File: config.mk
export PLATFORM = sky130hd
export DESIGN_NAME = htd_cordic
export DESIGN_NICKNAME = d
export VERILOG_FILES = /design/src/htd_pkg.sv /design/src/htd_cordic.sv
export SDC_FILE = /design/constraint.sdc
export NUM_CORES = 1
export LEC_CHECK = 0
export BUFFER_PORTS_ARGS = -buffer_cell sky130_fd_sc_hd__buf_2
export CAP_MARGIN = 10
export CORE_ASPECT_RATIO = 1.25
export CORE_MARGIN = 5
export CORE_UTILIZATION = 50
export DETAILED_ROUTE_END_ITERATION = 8
export GPL_TIMING_DRIVEN = 0
export MAX_ROUTING_LAYER = met4
export PLACE_DENSITY = 0.8
export SYNTH_ARGS = -nofsm -noshare
export SYNTH_HDL_FRONTEND = slang
export SYNTH_SLANG_ARGS = --single-unit
export TNS_END_PERCENT = 50
File: constraint.sdc
create_clock -name clk_i -period 7.1 [get_ports clk_i]
set_input_delay 1.42 -clock clk_i [delete_from_list [all_inputs] [get_ports clk_i]]
set_output_delay 1.42 -clock clk_i [all_outputs]
set_load 0.02 [all_outputs]
File: src/htd_pkg.sv
// Shared types, constants and tables for the haversine track distance block.
`default_nettype none
package htd_pkg;

  // Width of the CORDIC x/y datapath and of its angle accumulator.
  localparam int unsigned CW = 34;
  localparam int unsigned ZW = 33;

  localparam logic signed [31:0] UNIT_RAD_Q60   = 32'sd2012227627;
  localparam logic signed [31:0] DIST_SCALE     = 32'sd127420000;
  localparam logic signed [CW-1:0] CORDIC_START_X = 34'sh026DD3B6A;
  localparam logic signed [ZW-1:0] HALF_PI_Q30  = 33'sd1686629713;
  localparam logic signed [33:0] HALF_TURN_S    = 34'sd1800000000;
  localparam logic signed [33:0] FULL_TURN_S    = 34'sd3600000000;
  localparam logic [30:0] HALF_TURN_U           = 31'd1800000000;
  localparam logic [30:0] QUARTER_TURN_U        = 31'd900000000;
  localparam logic signed [63:0] ONE_Q60        = 64'sh1000_0000_0000_0000;
  localparam logic signed [63:0] HALF_Q30       = 64'sd536870912;
  localparam logic signed [63:0] ONE_Q30_64     = 64'sd1073741824;

  typedef enum logic [4:0] {
    S_IDLE, S_PREP, S_ANG_MUL, S_ANG, S_ROT, S_MUL_CC, S_RND_P, S_MUL_PS,
    S_RND_W, S_MUL_WS, S_SUM, S_SQ1, S_SQ2I, S_SQ2, S_VGO, S_VEC, S_MUL_D,
    S_RND_D, S_DONE
  } state_e;

  typedef struct packed {
    logic start;
    logic vectoring;
  } cordic_ctrl_t;

  function automatic logic [29:0] atan_q30(input logic [5:0] idx);
    logic [29:0] r;
    case (idx)
      6'd0:  r = 30'h3243F6A8;
      6'd1:  r = 30'h1DAC6705;
      6'd2:  r = 30'h0FADBAFD;
      6'd3:  r = 30'h07F56EA6;
      6'd4:  r = 30'h03FEAB76;
      6'd5:  r = 30'h01FFD55B;
      6'd6:  r = 30'h00FFFAAA;
      6'd7:  r = 30'h007FFF55;
      6'd8:  r = 30'h003FFFEA;
      6'd9:  r = 30'h001FFFFD;
      6'd10: r = 30'h000FFFFF;
      6'd11: r = 30'h0007FFFF;
      6'd12: r = 30'h0003FFFF;
      6'd13: r = 30'h0001FFFF;
      6'd14: r = 30'h0000FFFF;
      6'd15: r = 30'h00007FFF;
      6'd16: r = 30'h00003FFF;
      6'd17: r = 30'h00001FFF;
      6'd18: r = 30'h00000FFF;
      6'd19: r = 30'h000007FF;
      6'd20: r = 30'h000003FF;
      6'd21: r = 30'h000001FF;
      6'd22: r = 30'h000000FF;
      6'd23: r = 30'h0000007F;
      6'd24: r = 30'h0000003F;
      6'd25: r = 30'h0000001F;
      6'd26: r = 30'h0000000F;
      6'd27: r = 30'h00000008;
      6'd28: r = 30'h00000004;
      6'd29: r = 30'h00000002;
      6'd30: r = 30'h00000001;
      default: r = 30'h0;
    endcase
    return r;
  endfunction

  // Clamp a CORDIC output to [-1, 1] in Q30.
  function automatic logic signed [31:0] clamp_unit(input logic signed [CW-1:0] v);
    logic signed [31:0] r;
    if (v > 34'sd1073741824) begin
      r = 32'sd1073741824;
    end else if (v < -34'sd1073741824) begin
      r = -32'sd1073741824;
    end else begin
      r = v[31:0];
    end
    return r;
  endfunction

  // Round a Q60 product half up to Q30.
  function automatic logic signed [31:0] round_q30(input logic signed [63:0] p);
    logic signed [63:0] t;
    t = p + HALF_Q30;
    return t[61:30];
  endfunction

endpackage
`default_nettype wire

File: src/htd_cordic.sv
// Iterative CORDIC unit, one micro-rotation per cycle, rotation or vectoring mode.
`default_nettype none
module htd_cordic import htd_pkg::*; #(
  parameter int unsigned ITERATIONS = 24
) (
  input  logic                clk_i,
  input  logic                rst_ni,
  input  cordic_ctrl_t        ctrl_i,
  input  logic signed [CW-1:0] x_i,
  input  logic signed [CW-1:0] y_i,
  input  logic signed [ZW-1:0] z_i,
  output logic                done_o,
  output logic signed [CW-1:0] x_o,
  output logic signed [CW-1:0] y_o,
  output logic signed [ZW-1:0] z_o
);
  localparam int unsigned CNT_W = $clog2(ITERATIONS);

  logic               busy_q, done_q, vec_q;
  logic [CNT_W-1:0]   cnt_q;
  logic signed [CW-1:0] x_q, y_q, dx, dy;
  logic signed [ZW-1:0] z_q, at;
  logic               cw;

  assign dx = y_q >>> cnt_q;
  assign dy = x_q >>> cnt_q;
  assign at = ZW'(atan_q30(6'(cnt_q)));
  // Rotate toward the target: by the residual angle, or toward the x axis.
  assign cw = vec_q ? (y_q >= 0) : (z_q < 0);

  always_ff @(posedge clk_i or negedge rst_ni) begin
    if (!rst_ni) begin
      busy_q <= 1'b0;
      done_q <= 1'b0;
      cnt_q  <= '0;
    end else begin
      done_q <= busy_q && (cnt_q == CNT_W'(ITERATIONS - 1));
      if (ctrl_i.start) begin
        busy_q <= 1'b1;
        cnt_q  <= '0;
      end else if (busy_q) begin
        if (cnt_q == CNT_W'(ITERATIONS - 1)) begin
          busy_q <= 1'b0;
        end
        cnt_q <= cnt_q + 1'b1;
      end
    end
  end

  always_ff @(posedge clk_i) begin
    if (ctrl_i.start) begin
      x_q   <= x_i;
      y_q   <= y_i;
      z_q   <= z_i;
      vec_q <= ctrl_i.vectoring;
    end else if (busy_q) begin
      if (cw) begin
        x_q <= x_q + dx;
        y_q <= y_q - dy;
        z_q <= z_q + at;
      end else begin
        x_q <= x_q - dx;
        y_q <= y_q + dy;
        z_q <= z_q - at;
      end
    end
  end

  assign done_o = done_q;
  assign x_o    = x_q;
  assign y_o    = y_q;
  assign z_o    = z_q;
endmodule
`default_nettype wire

# Yosys cells after proc, flatten, opt, wreduce, memory -nomap -nowiden
# Memories as Yosys holds them, arrays and structs flattened.
# Index checks and enable logic that the tools add are counted.
# op_classes
n_mux,15
addsub,7
n_shift,2
reduce_logical,2
eq_ne,1
order_cmp,2
# op_table
op,count
$mux 34,6
$mux 33,3
$add 34x34->34,2
$sshr 34x5->34,2
$sub 34x34->34,2
$ge 34x1->1 const B,1
$add 33x31->33,1
$lt 33x1->1 const B,1
$sub 33x31->33,1
$mux 5,2
$add 5x1->5 const B,1
$eq 5x5->1 const B,1
$mux 1,4
$reduce_bool 2->1,1
$logic_and 1x1->1,1
# totals
input_bits,105
word_cells,37
n_memories,1
rom_bits,960
ff_bits,109
# memory_table
name,words,word_bits,rd,rd_ports_with_merged_regs,wr,line_no,rtl
(name not given),32,30,1,0,0,htd_pkg.sv:34,case (idx)

# Depth between registers and ports, before layout
# Gate-level depths: netlist (run 1).
# logic_depth
ltp_word,5
ltp_mapped,29
mapped_depth_nobuf,23

# Worst setup path before layout (run 1)
# OpenSTA, ideal clock, no wires.
# synth_timing
path_type,register to register
from,register cnt_q[0]
to,"register z_q[32] (netlist: z_o[32]), data pin"
setup_slack_ps,827
stages_incl_launch_ff,27
period_less_slack_ps,6273
n_path_buf,6
arrival_time_ps,6014
required_time_ps,6841
cell_sequence,dfrtp_1 -> buf_6 -> buf_6 -> inv_1 -> buf_1 -> clkbuf_1 -> ha_1 -> clkbuf_1 -> nand2b_1 -> a221o_1 -> o21ai_0 -> nand2_1 -> nor4_1 -> nand3b_1 -> o31ai_1 -> buf_2 -> xnor2_1 -> ha_1 -> a21o_1 -> a21o_1 -> a221o_1 -> nor2b_1 -> a21oi_1 -> a31oi_1 -> a211oi_1 -> a21oi_1 -> a211o_1
# synth_via
elab_chain_cells,5
word_cells_on_any_way,6
classes_between,add/sub (2); mux (3); memory (1)
# synth_rtl
item,line_no,rtl
from (decl),htd_cordic.sv:20,logic [CNT_W-1:0] cnt_q;
from (signal assigned),htd_cordic.sv:45,cnt_q <= cnt_q + 1'b1;
$mem_v2 32x30 *,-,
$sub 33x31->33 or $add 33x31->33 (tied branches),"htd_cordic.sv:64, htd_cordic.sv:60",
$mux 33 *,htd_cordic.sv:57,if (cw) begin
$mux 33 *,htd_cordic.sv:56,end else if (busy_q) begin
$mux 33 *,htd_cordic.sv:51,if (ctrl_i.start) begin
to (signal assigned),htd_cordic.sv:54,z_q <= z_i;
to (signal assigned),htd_cordic.sv:60,z_q <= z_q + at;
to (signal assigned),htd_cordic.sv:64,z_q <= z_q - at;
to (decl),htd_cordic.sv:22,"logic signed [ZW-1:0] z_q, at;"
# Mark *: on every way between the ends. The rest lies on a longest branch, timed or not. The select of a mux whose other input is x is not followed.
# A chain may end at the register's enable or synchronous reset.

# Worst setup path after layout (run 1)
# layout_timing
from,register cnt_q[4]
to,"register y_q[33] (netlist: y_o[33]), data pin"
# layout_via
elab_chain_cells,5
word_cells_on_any_way,6
classes_between,add/sub (2); shift (1); mux (3)
# layout_rtl
item,line_no,rtl
$sshr 34x5->34 *,htd_cordic.sv:26,assign dy = x_q >>> cnt_q;
$add 34x34->34 or $sub 34x34->34 (tied branches),"htd_cordic.sv:63, htd_cordic.sv:59",
$mux 34 *,htd_cordic.sv:57,
$mux 34 *,htd_cordic.sv:56,
$mux 34 *,htd_cordic.sv:51,
to (signal assigned),htd_cordic.sv:53,y_q <= y_i;
to (signal assigned),htd_cordic.sv:59,y_q <= y_q - dy;
to (signal assigned),htd_cordic.sv:63,y_q <= y_q + dy;
to (decl),htd_cordic.sv:21,"logic signed [CW-1:0] x_q, y_q, dx, dy;"
# Marks and branches as above.

==> run summary, run 1 <==
* outcome: finished with violations
* violations in the final reports: max-capacitance violations
* maximum clock insertion buffer count: 2
* antenna violations before repair: 2
* Tcrit/Tclk final: 99.7%
* minimum clock period: 7.08 ns
* number of global-route vias before repair: 17400
* Max H-tree Level: 3
* post-synthesis cell type count: 89
* biggest area consumer among synthesized cells: sky130_fd_sc_hd__edfxtp_1
* top flip-flop cell by instance count after synthesis: sky130_fd_sc_hd__edfxtp_1
* series of cell instances along the critical path: buf_2, buf_2, buf_2, buf_2, clkbuf_4, a21oi_1, a32o_1, a2111oi_1, nand2_1, nor3_4, a31oi_1, xor2_1, ha_2, a21o_1, a21o_1, a21o_1, a21o_1, a31o_2, a21oi_1, o41ai_4, a31oi_1, xnor2_1, mux2_2
* routed wl met3: 8740 um
* routability-driven placement congestion ratio: 1.10
* standard cell with the maximum stage delay on the critical path: sky130_fd_sc_hd__dfrtp_1
* clock tree skew after final layout: 0.0208 ns
* Tightest Pin Transition: 1.43 ns
* clock tree from TritonCTS: done
* vias per std cell: 7.07
* layout cell share with drive strength beyond 1: 21.3%
* top cell type's share of synthesized area: 18.9%
* Filler cells: 2868
* min setup slack post-route: 0.0199 ns
* wl on met1: 27000 um
* Hold Path Class: flip-flop to flip-flop
* routed length on met2: 34900 um
* DRC: 0
* post-synth net total: 2112
* portion of the post-synthesis area used by sequential elements: 19.9%
* layout net count: 2333
* Port-buffer cells: 206
* clock-pin transition on the worst setup and hold timing paths: 0.09 ns
* Avg WL per Cell: 31.0 um
* Maximum Capacitance Violations: 1
* Final Hold Violating Endpoints: 0
* residual antenna-violating net count after detailed routing: 0
* area of the mapped netlist: 16200 um^2
* starting density of the core: 50.8%
* Slew Limit Fails: 0
* Post-Synthesis Cells: 1894
* standard cell core area: 32000 um^2
* top routing layer used: met4
* Mean Syn Cell Area: 8.58 um^2
* clock tree root driver cell: sky130_fd_sc_hd__clkbuf_16
* wire length of the first global-routing pass: 113000 um
* Setup crit end kind: flip-flop
* Final HPWL DP: 61600 um
* Arr. time, crit path: 7.23 ns
* Die Y: 212 um
* combined global-route utilization of all metal layers: 43.5%
* total overflow reported by the global router: 0
* drt first-iter violations: 2285
* crit-path max FO: 10
* synthesis warning total: 0
* later-pin clock latency in the skew report: 0.40 ns
* share of flip-flops with an asynchronous set or reset after synthesis: 6.42%
* Critical Path Start Type: flip-flop
* floorplan die area: 36200 um^2
* Horiz. Die Dim: 171 um
* critical path's largest stage delay: 0.61 ns
* maximum number of pins on one net before global-route repair: 52
* Max Clock Freq: 0.141 GHz
* setup-violating endpoint count in the final report: 0
* # clock sinks: 109
* number of flops mapped to enable cells by yosys: 102
* Relative slew margins: 2.52%
* Std-Cell Rows: 73
* worst endpoint required time: 7.25 ns
* final wirelength: 78700 um
* top area cells in the synthesized netlist: sky130_fd_sc_hd__edfxtp_1, sky130_fd_sc_hd__ha_1, sky130_fd_sc_hd__mux4_2
* area overhead of the layout relative to synthesis: 13.7%
* number of I/O pins: 207
* number of vias in the routed layout: 17900
* number of optimization iterations in the first detailed-route pass: 7
* setup slack at placement: -1.29 ns
* cts bufs inserted: 9
* category of the most critical setup path: flip-flop to flip-flop
* number of synthesized register bits: 109
-- stage by stage --
| stage | utilization [%] | cells | area, um^2 | setup TNS, ns | hold slack [ns] |
|---|---|---|---|---|---|
| final | 57.8 | 2534 | 18500 | 0 | 0.713 |
| after global routing | 57.8 | 2533 | 18500 | -0.0372 | 0.745 |
| after CTS | 57.1 | 2529 | 18300 | 0 | 0.718 |
| after detailed placement | 55.9 | 2515 | 17900 | -22.02 | 0.698 |
| after global placement | 55.6 | 2512 | 17800 | -22.58 | 0.690 |
| after floorplan | - | 1894 | 16200 | 0 | 0.669 |
-- Yosys cell counts, types with 8 or more instances --
master / number
sky130_fd_sc_hd__a211o_1: 10
sky130_fd_sc_hd__a211oi_1: 20
sky130_fd_sc_hd__a21o_1: 46
sky130_fd_sc_hd__a21oi_1: 130
sky130_fd_sc_hd__a22oi_1: 10
sky130_fd_sc_hd__a31oi_1: 24
sky130_fd_sc_hd__and2_1: 17
sky130_fd_sc_hd__and3_1: 11
sky130_fd_sc_hd__buf_1: 13
sky130_fd_sc_hd__buf_2: 24
sky130_fd_sc_hd__buf_6: 10
sky130_fd_sc_hd__clkbuf_1: 60
sky130_fd_sc_hd__edfxtp_1: 102
sky130_fd_sc_hd__ha_1: 110
sky130_fd_sc_hd__inv_1: 35
sky130_fd_sc_hd__mux2_2: 33
sky130_fd_sc_hd__mux2i_1: 51
sky130_fd_sc_hd__mux4_1: 18
sky130_fd_sc_hd__mux4_2: 59
sky130_fd_sc_hd__nand2_1: 255
sky130_fd_sc_hd__nand2b_1: 20
sky130_fd_sc_hd__nand3_1: 28
sky130_fd_sc_hd__nand4_1: 9
sky130_fd_sc_hd__nor2_1: 131
sky130_fd_sc_hd__nor2b_1: 19
sky130_fd_sc_hd__nor3_1: 25
sky130_fd_sc_hd__nor4_1: 8
sky130_fd_sc_hd__o211ai_1: 13
sky130_fd_sc_hd__o21a_1: 18
sky130_fd_sc_hd__o21ai_0: 182
sky130_fd_sc_hd__o21bai_1: 12
sky130_fd_sc_hd__o22ai_1: 22
sky130_fd_sc_hd__o31ai_1: 17
sky130_fd_sc_hd__or2_2: 9
sky130_fd_sc_hd__xnor2_1: 95
sky130_fd_sc_hd__xor2_1: 84
-- path summary, 6_finish.rpt --
path                            slack [ns]                 start  depth (start not counted)                   end
worst max-delay path                  0.02  cnt_q[4]$_DFFE_PN0P_                         23     y_o[33]$_DFFE_PP_
worst min-delay path                  0.71      z_o[0]$_DFFE_PP_                          2      z_o[0]$_DFFE_PP_
worst max register to register        0.02  cnt_q[4]$_DFFE_PN0P_                         23     y_o[33]$_DFFE_PP_
worst min register to register        0.71      z_o[0]$_DFFE_PP_                          2      z_o[0]$_DFFE_PP_
max in group asynchronous             6.06                rst_ni                          1  cnt_q[1]$_DFFE_PN0P_
min in group asynchronous             0.85                rst_ni                          1  cnt_q[0]$_DFFE_PN0P_
-- area by class of cell --
| type | instances | area (um^2) | area share (%) |
|---|---|---|---|
| clock buffer | 11 | 243 | 1.31 |
| timing repair buffer | 213 | 1130 | 6.10 |
| sequential | 109 | 3240 | 17.5 |
| antenna | 2 | 5.00 | 0.0271 |
| multi-input combinational | 1634 | 12500 | 67.6 |
| tap | 412 | 515 | 2.79 |
| inverter | 36 | 143 | 0.772 |
| clock inverter | 5 | 33.8 | 0.183 |
| buffer | 112 | 678 | 3.67 |
-- registers in the layout (all words and copies together), names as in the netlist --
register and cells:
x_o 34, done_o 1, busy_q 1, vec_q 1
cnt_q 5, z_o 33, y_o 34
-- per-layer routing --
metal / track usage [%] / vias up
met3: 9.41 / 461
met4: 33.1 / 0
li1: - / 7645
met2: 66.5 / 1393
met5: - / -
met1: 49.4 / 8404
-- kinds of logic (layout without fill, tap and decap cells) --
| group | after synthesis | count (layout) | synth area share, % |
|---|---|---|---|
| adders and majority gates | 113 | 113 | 8.84 |
| AOI/OAI and AO/OA | 605 | 605 | 23.9 |
| muxes | 164 | 164 | 16.8 |
| DFF | 109 | 109 | 19.9 |
| other | 0 | 2 | 0 |
| buffers and inverters | 151 | 377 | 4.58 |
| and+or+nand+nor | 573 | 573 | 16.3 |
| xor gates and xnor gates | 179 | 179 | 9.65 |
-- placed cells by master (no fill, tap or decap), types with 14 or more instances in the layout --
cell	Yosys	final
sky130_fd_sc_hd__nand2_1	255	254
sky130_fd_sc_hd__buf_2	24	224
sky130_fd_sc_hd__o21ai_0	182	178
sky130_fd_sc_hd__nor2_1	131	128
sky130_fd_sc_hd__a21oi_1	130	127
sky130_fd_sc_hd__ha_1	110	107
sky130_fd_sc_hd__edfxtp_1	102	102
sky130_fd_sc_hd__xnor2_1	95	95
sky130_fd_sc_hd__xor2_1	84	84
sky130_fd_sc_hd__mux4_2	59	59
sky130_fd_sc_hd__mux2i_1	51	48
sky130_fd_sc_hd__a21o_1	46	46
sky130_fd_sc_hd__clkbuf_1	60	42
sky130_fd_sc_hd__inv_1	35	33
sky130_fd_sc_hd__mux2_2	33	33
sky130_fd_sc_hd__nand3_1	28	28
sky130_fd_sc_hd__nor3_1	25	25
sky130_fd_sc_hd__o22ai_1	22	22
sky130_fd_sc_hd__nand2b_1	20	20
sky130_fd_sc_hd__a31oi_1	24	20
sky130_fd_sc_hd__nor2b_1	19	19
sky130_fd_sc_hd__mux4_1	18	18
sky130_fd_sc_hd__o21a_1	18	18
sky130_fd_sc_hd__a211oi_1	20	18
sky130_fd_sc_hd__and2_1	17	17
sky130_fd_sc_hd__o31ai_1	17	16
sky130_fd_sc_hd__clkbuf_2	1	15
sky130_fd_sc_hd__buf_6	10	14
-- worst max-delay path, delay by kind of cell (launching register included) --
| family | cells | cell delay [ns] |
|---|---|---|
| AND/OR/NAND/NOR | 2 | 0.46 |
| flip-flops | 1 | 0.61 |
| buffers and inverters | 5 | 1.81 |
| adder cells (fa/ha/maj) | 1 | 0.43 |
| multiplexers | 1 | 0.27 |
| AO/OA/AOI/OAI | 12 | 2.72 |
| XOR/XNOR | 2 | 0.51 |
-- timing repair --
action	in CTS	in global routing
gates resized for setup	39	63
setup buffers	1	3
pin swaps	2	5
setup endpoints to repair	42	27
endpoints found under the hold margin	0	0
hold buffers	0	0
Power of run 1 is left out: the tool's default activity adds up to more than one toggle a clock period on the data nets, which glitch-free logic cannot reach.
==> inputs of run 2 (changes only) <==
--- a/config.mk
+++ b/config.mk
@@ -12,8 +12,8 @@
 export CORE_UTILIZATION = 50
 export DETAILED_ROUTE_END_ITERATION = 8
 export GPL_TIMING_DRIVEN = 0
-export MAX_ROUTING_LAYER = met4
 export PLACE_DENSITY = 0.8
+export SLEW_MARGIN = 20
 export SYNTH_ARGS = -nofsm -noshare
 export SYNTH_HDL_FRONTEND = slang
 export SYNTH_SLANG_ARGS = --single-unit
==> run summary, run 2 (synthesized netlist as in run 1, its figures left out) <==
* outcome: complete, no violations
* # clock sinks: 109
* wire length of the first global-routing pass: 113000 um
* category of the most critical setup path: flip-flop to flip-flop
* Arr. time, crit path: 7.23 ns
* area overhead of the layout relative to synthesis: 14.0%
* minimum clock period: 7.08 ns
* Hold Startpoint: busy_q$_DFF_PN0_
* Hold Path Sink: done_o$_DFF_PN0_
* setup-violating endpoint count in the final report: 0
* DRC: 0
* Cell Count, Final, Fillers Out: 2536
* Hold Path Class: flip-flop to flip-flop
* final wirelength: 79500 um
* residual antenna-violating net count after detailed routing: 0
* clock tree skew after final layout: 0.0142 ns
* vias per std cell: 7.08
* Maximum Capacitance Violations: 0
* drt first-iter violations: 2140
* routability-driven placement congestion ratio: 1.10
* combined global-route utilization of all metal layers: 42.7%
* crit-path max FO: 10
* Tightest Pin Transition: 1.31 ns
* leading cell type in the layout, fill and taps excluded: sky130_fd_sc_hd__nand2_1
* Filler cells: 2882
* layout cell share with drive strength beyond 1: 21.3%
* clock tree root driver cell: sky130_fd_sc_hd__clkbuf_16
* Std-Cell Rows: 73
* cts bufs inserted: 9
* Final HPWL DP: 62400 um
* total overflow reported by the global router: 0
* number of global-route vias before repair: 17400
* Critical Path Start Type: flip-flop
* standard cell core area: 32000 um^2
* starting density of the core: 50.8%
* R2R Path End: y_o[27]$_DFFE_PP_
* worst reg-to-reg path cell count: 26
* Final Hold Violating Endpoints: 0
* antenna violations before repair: 3
* startpoint of the lowest-slack register-to-register path: cnt_q[3]$_DFFE_PN0P_
* later-pin clock latency in the skew report: 0.40 ns
* Setup crit end kind: flip-flop
* clock-pin transition on the worst setup and hold timing paths: 0.08 ns
* maximum clock insertion buffer count: 2
* count of hold-fix buffers inserted at cts: 0
* number of I/O pins: 207
* number of instances in the placed design: 2514
* Port-buffer cells: 206
* worst endpoint required time: 7.24 ns
* layout net count: 2334
* Die Y: 212 um
* floorplan die area: 36200 um^2
* number of optimization iterations in the first detailed-route pass: 6
* Max H-tree Level: 3
* Final Core Density: 57.9%
* Slew Limit Fails: 0
* Tcrit/Tclk final: 99.8%
* Max Clock Freq: 0.141 GHz
* Horiz. Die Dim: 171 um
* Relative slew margins: 12.6%
* most used cells in the layout excluding fill and tap cells: sky130_fd_sc_hd__nand2_1, sky130_fd_sc_hd__buf_2, sky130_fd_sc_hd__o21ai_0
* maximum number of pins on one net before global-route repair: 53
* reg2reg setup slack: 0.02 ns
* clock tree from TritonCTS: done
* depth of the worst hold-timing path: 3
* Avg WL per Cell: 31.3 um
* number of vias in the routed layout: 17900
## run 2: cell count changes in the layout (fill, tap and decap cells not counted), moves of 2 or more
cell and delta:
sky130_fd_sc_hd__buf_2 -4, sky130_fd_sc_hd__clkbuf_1 +4, sky130_fd_sc_hd__ha_2 -2, sky130_fd_sc_hd__a211oi_1 -2
sky130_fd_sc_hd__buf_4 +6, sky130_fd_sc_hd__o21ai_1 -2, sky130_fd_sc_hd__clkbuf_4 +5, sky130_fd_sc_hd__buf_6 -2
sky130_fd_sc_hd__a211oi_2 +2, sky130_fd_sc_hd__clkinvlp_4 -2, sky130_fd_sc_hd__clkbuf_2 -5
## run 2: how the worst max path moves through the flow
stage / start / end / depth (start not counted)
2_1_floorplan: cnt_q[0]$_DFFE_PN0P_ / z_o[32]$_DFFE_PP_ / 26
3_3_place_gp: cnt_q[0]$_DFFE_PN0P_ / z_o[32]$_DFFE_PP_ / 25
3_5_place_dp: cnt_q[0]$_DFFE_PN0P_ / z_o[32]$_DFFE_PP_ / 25
4_1_cts: cnt_q[0]$_DFFE_PN0P_ / z_o[32]$_DFFE_PP_ / 25
5_1_grt: cnt_q[1]$_DFFE_PN0P_ / y_o[32]$_DFFE_PP_ / 25
6_report: cnt_q[3]$_DFFE_PN0P_ / y_o[27]$_DFFE_PP_ / 26
## run 2: area by class of cell
type	count	area (um^2)	share of cell area (%)
well taps	412	515	2.78
diodes	3	7.51	0.0405
repair buffers	217	1140	6.14
plain buffers	109	667	3.60
clock inverters	2	15.0	0.0811
flip-flops and latches	109	3240	17.5
clock buffers	14	275	1.49
inverters	36	139	0.750
multi-input cells	1634	12500	67.6
## run 2: critical path, stage by stage (launching register included)
cell and delay (ns):
sky130_fd_sc_hd__dfrtp_1 0.42, sky130_fd_sc_hd__buf_2 0.20, sky130_fd_sc_hd__clkinv_1 0.29, sky130_fd_sc_hd__clkbuf_2 0.42, sky130_fd_sc_hd__clkbuf_1 0.61, sky130_fd_sc_hd__mux2i_1 0.35
sky130_fd_sc_hd__o221ai_1 0.26, sky130_fd_sc_hd__nor2_2 0.30, sky130_fd_sc_hd__ha_1 0.23, sky130_fd_sc_hd__nand2_1 0.12, sky130_fd_sc_hd__or4_4 0.54, sky130_fd_sc_hd__nor3_4 0.21
sky130_fd_sc_hd__buf_4 0.16, sky130_fd_sc_hd__nand2_1 0.07, sky130_fd_sc_hd__nand2_1 0.13, sky130_fd_sc_hd__xor2_1 0.27, sky130_fd_sc_hd__ha_1 0.33, sky130_fd_sc_hd__and3_1 0.24
sky130_fd_sc_hd__nor2b_1 0.14, sky130_fd_sc_hd__a31oi_1 0.26, sky130_fd_sc_hd__o2111ai_2 0.24, sky130_fd_sc_hd__buf_4 0.20, sky130_fd_sc_hd__a41oi_1 0.29, sky130_fd_sc_hd__o21bai_1 0.10
sky130_fd_sc_hd__a21oi_1 0.18, sky130_fd_sc_hd__xor2_1 0.16, sky130_fd_sc_hd__o21ai_0 0.08
## run 2: stage by stage
step           TNS [ns]  setup WS (ns)  hold slack, ns  instance area (um^2)
2_1_floorplan         0          0.827           0.669                 16200
3_3_place_gp     -28.19          -1.45           0.697                 17800
3_5_place_dp     -29.98          -1.62           0.721                 17800
4_1_cts               0        0.00836           0.736                 18200
5_1_grt          -0.111        -0.0516           0.781                 18500
6_report              0         0.0151           0.738                 18500
## run 2: metal layers
layer / wire length, um / vias up / share of wire [%] / global-route usage [%]
li1: - / 7630 / - / -
met1: 27700 / 8505 / 35 / 49.4
met2: 36000 / 1395 / 45 / 68.9
met3: 8460 / 410 / 11 / 9.66
met4: 7300 / 4 / 9.2 / 31.1
met5: 31 / - / 0.039 / 0
## run 2: what timing repair did
action | 4_1_cts | 5_1_grt
resized for setup | 44 | 58
buffers inserted | 2 | 7
pin swaps | 2 | 6
endpoints found under the setup margin | 45 | 22
Power of run 2 is left out for the same reason.
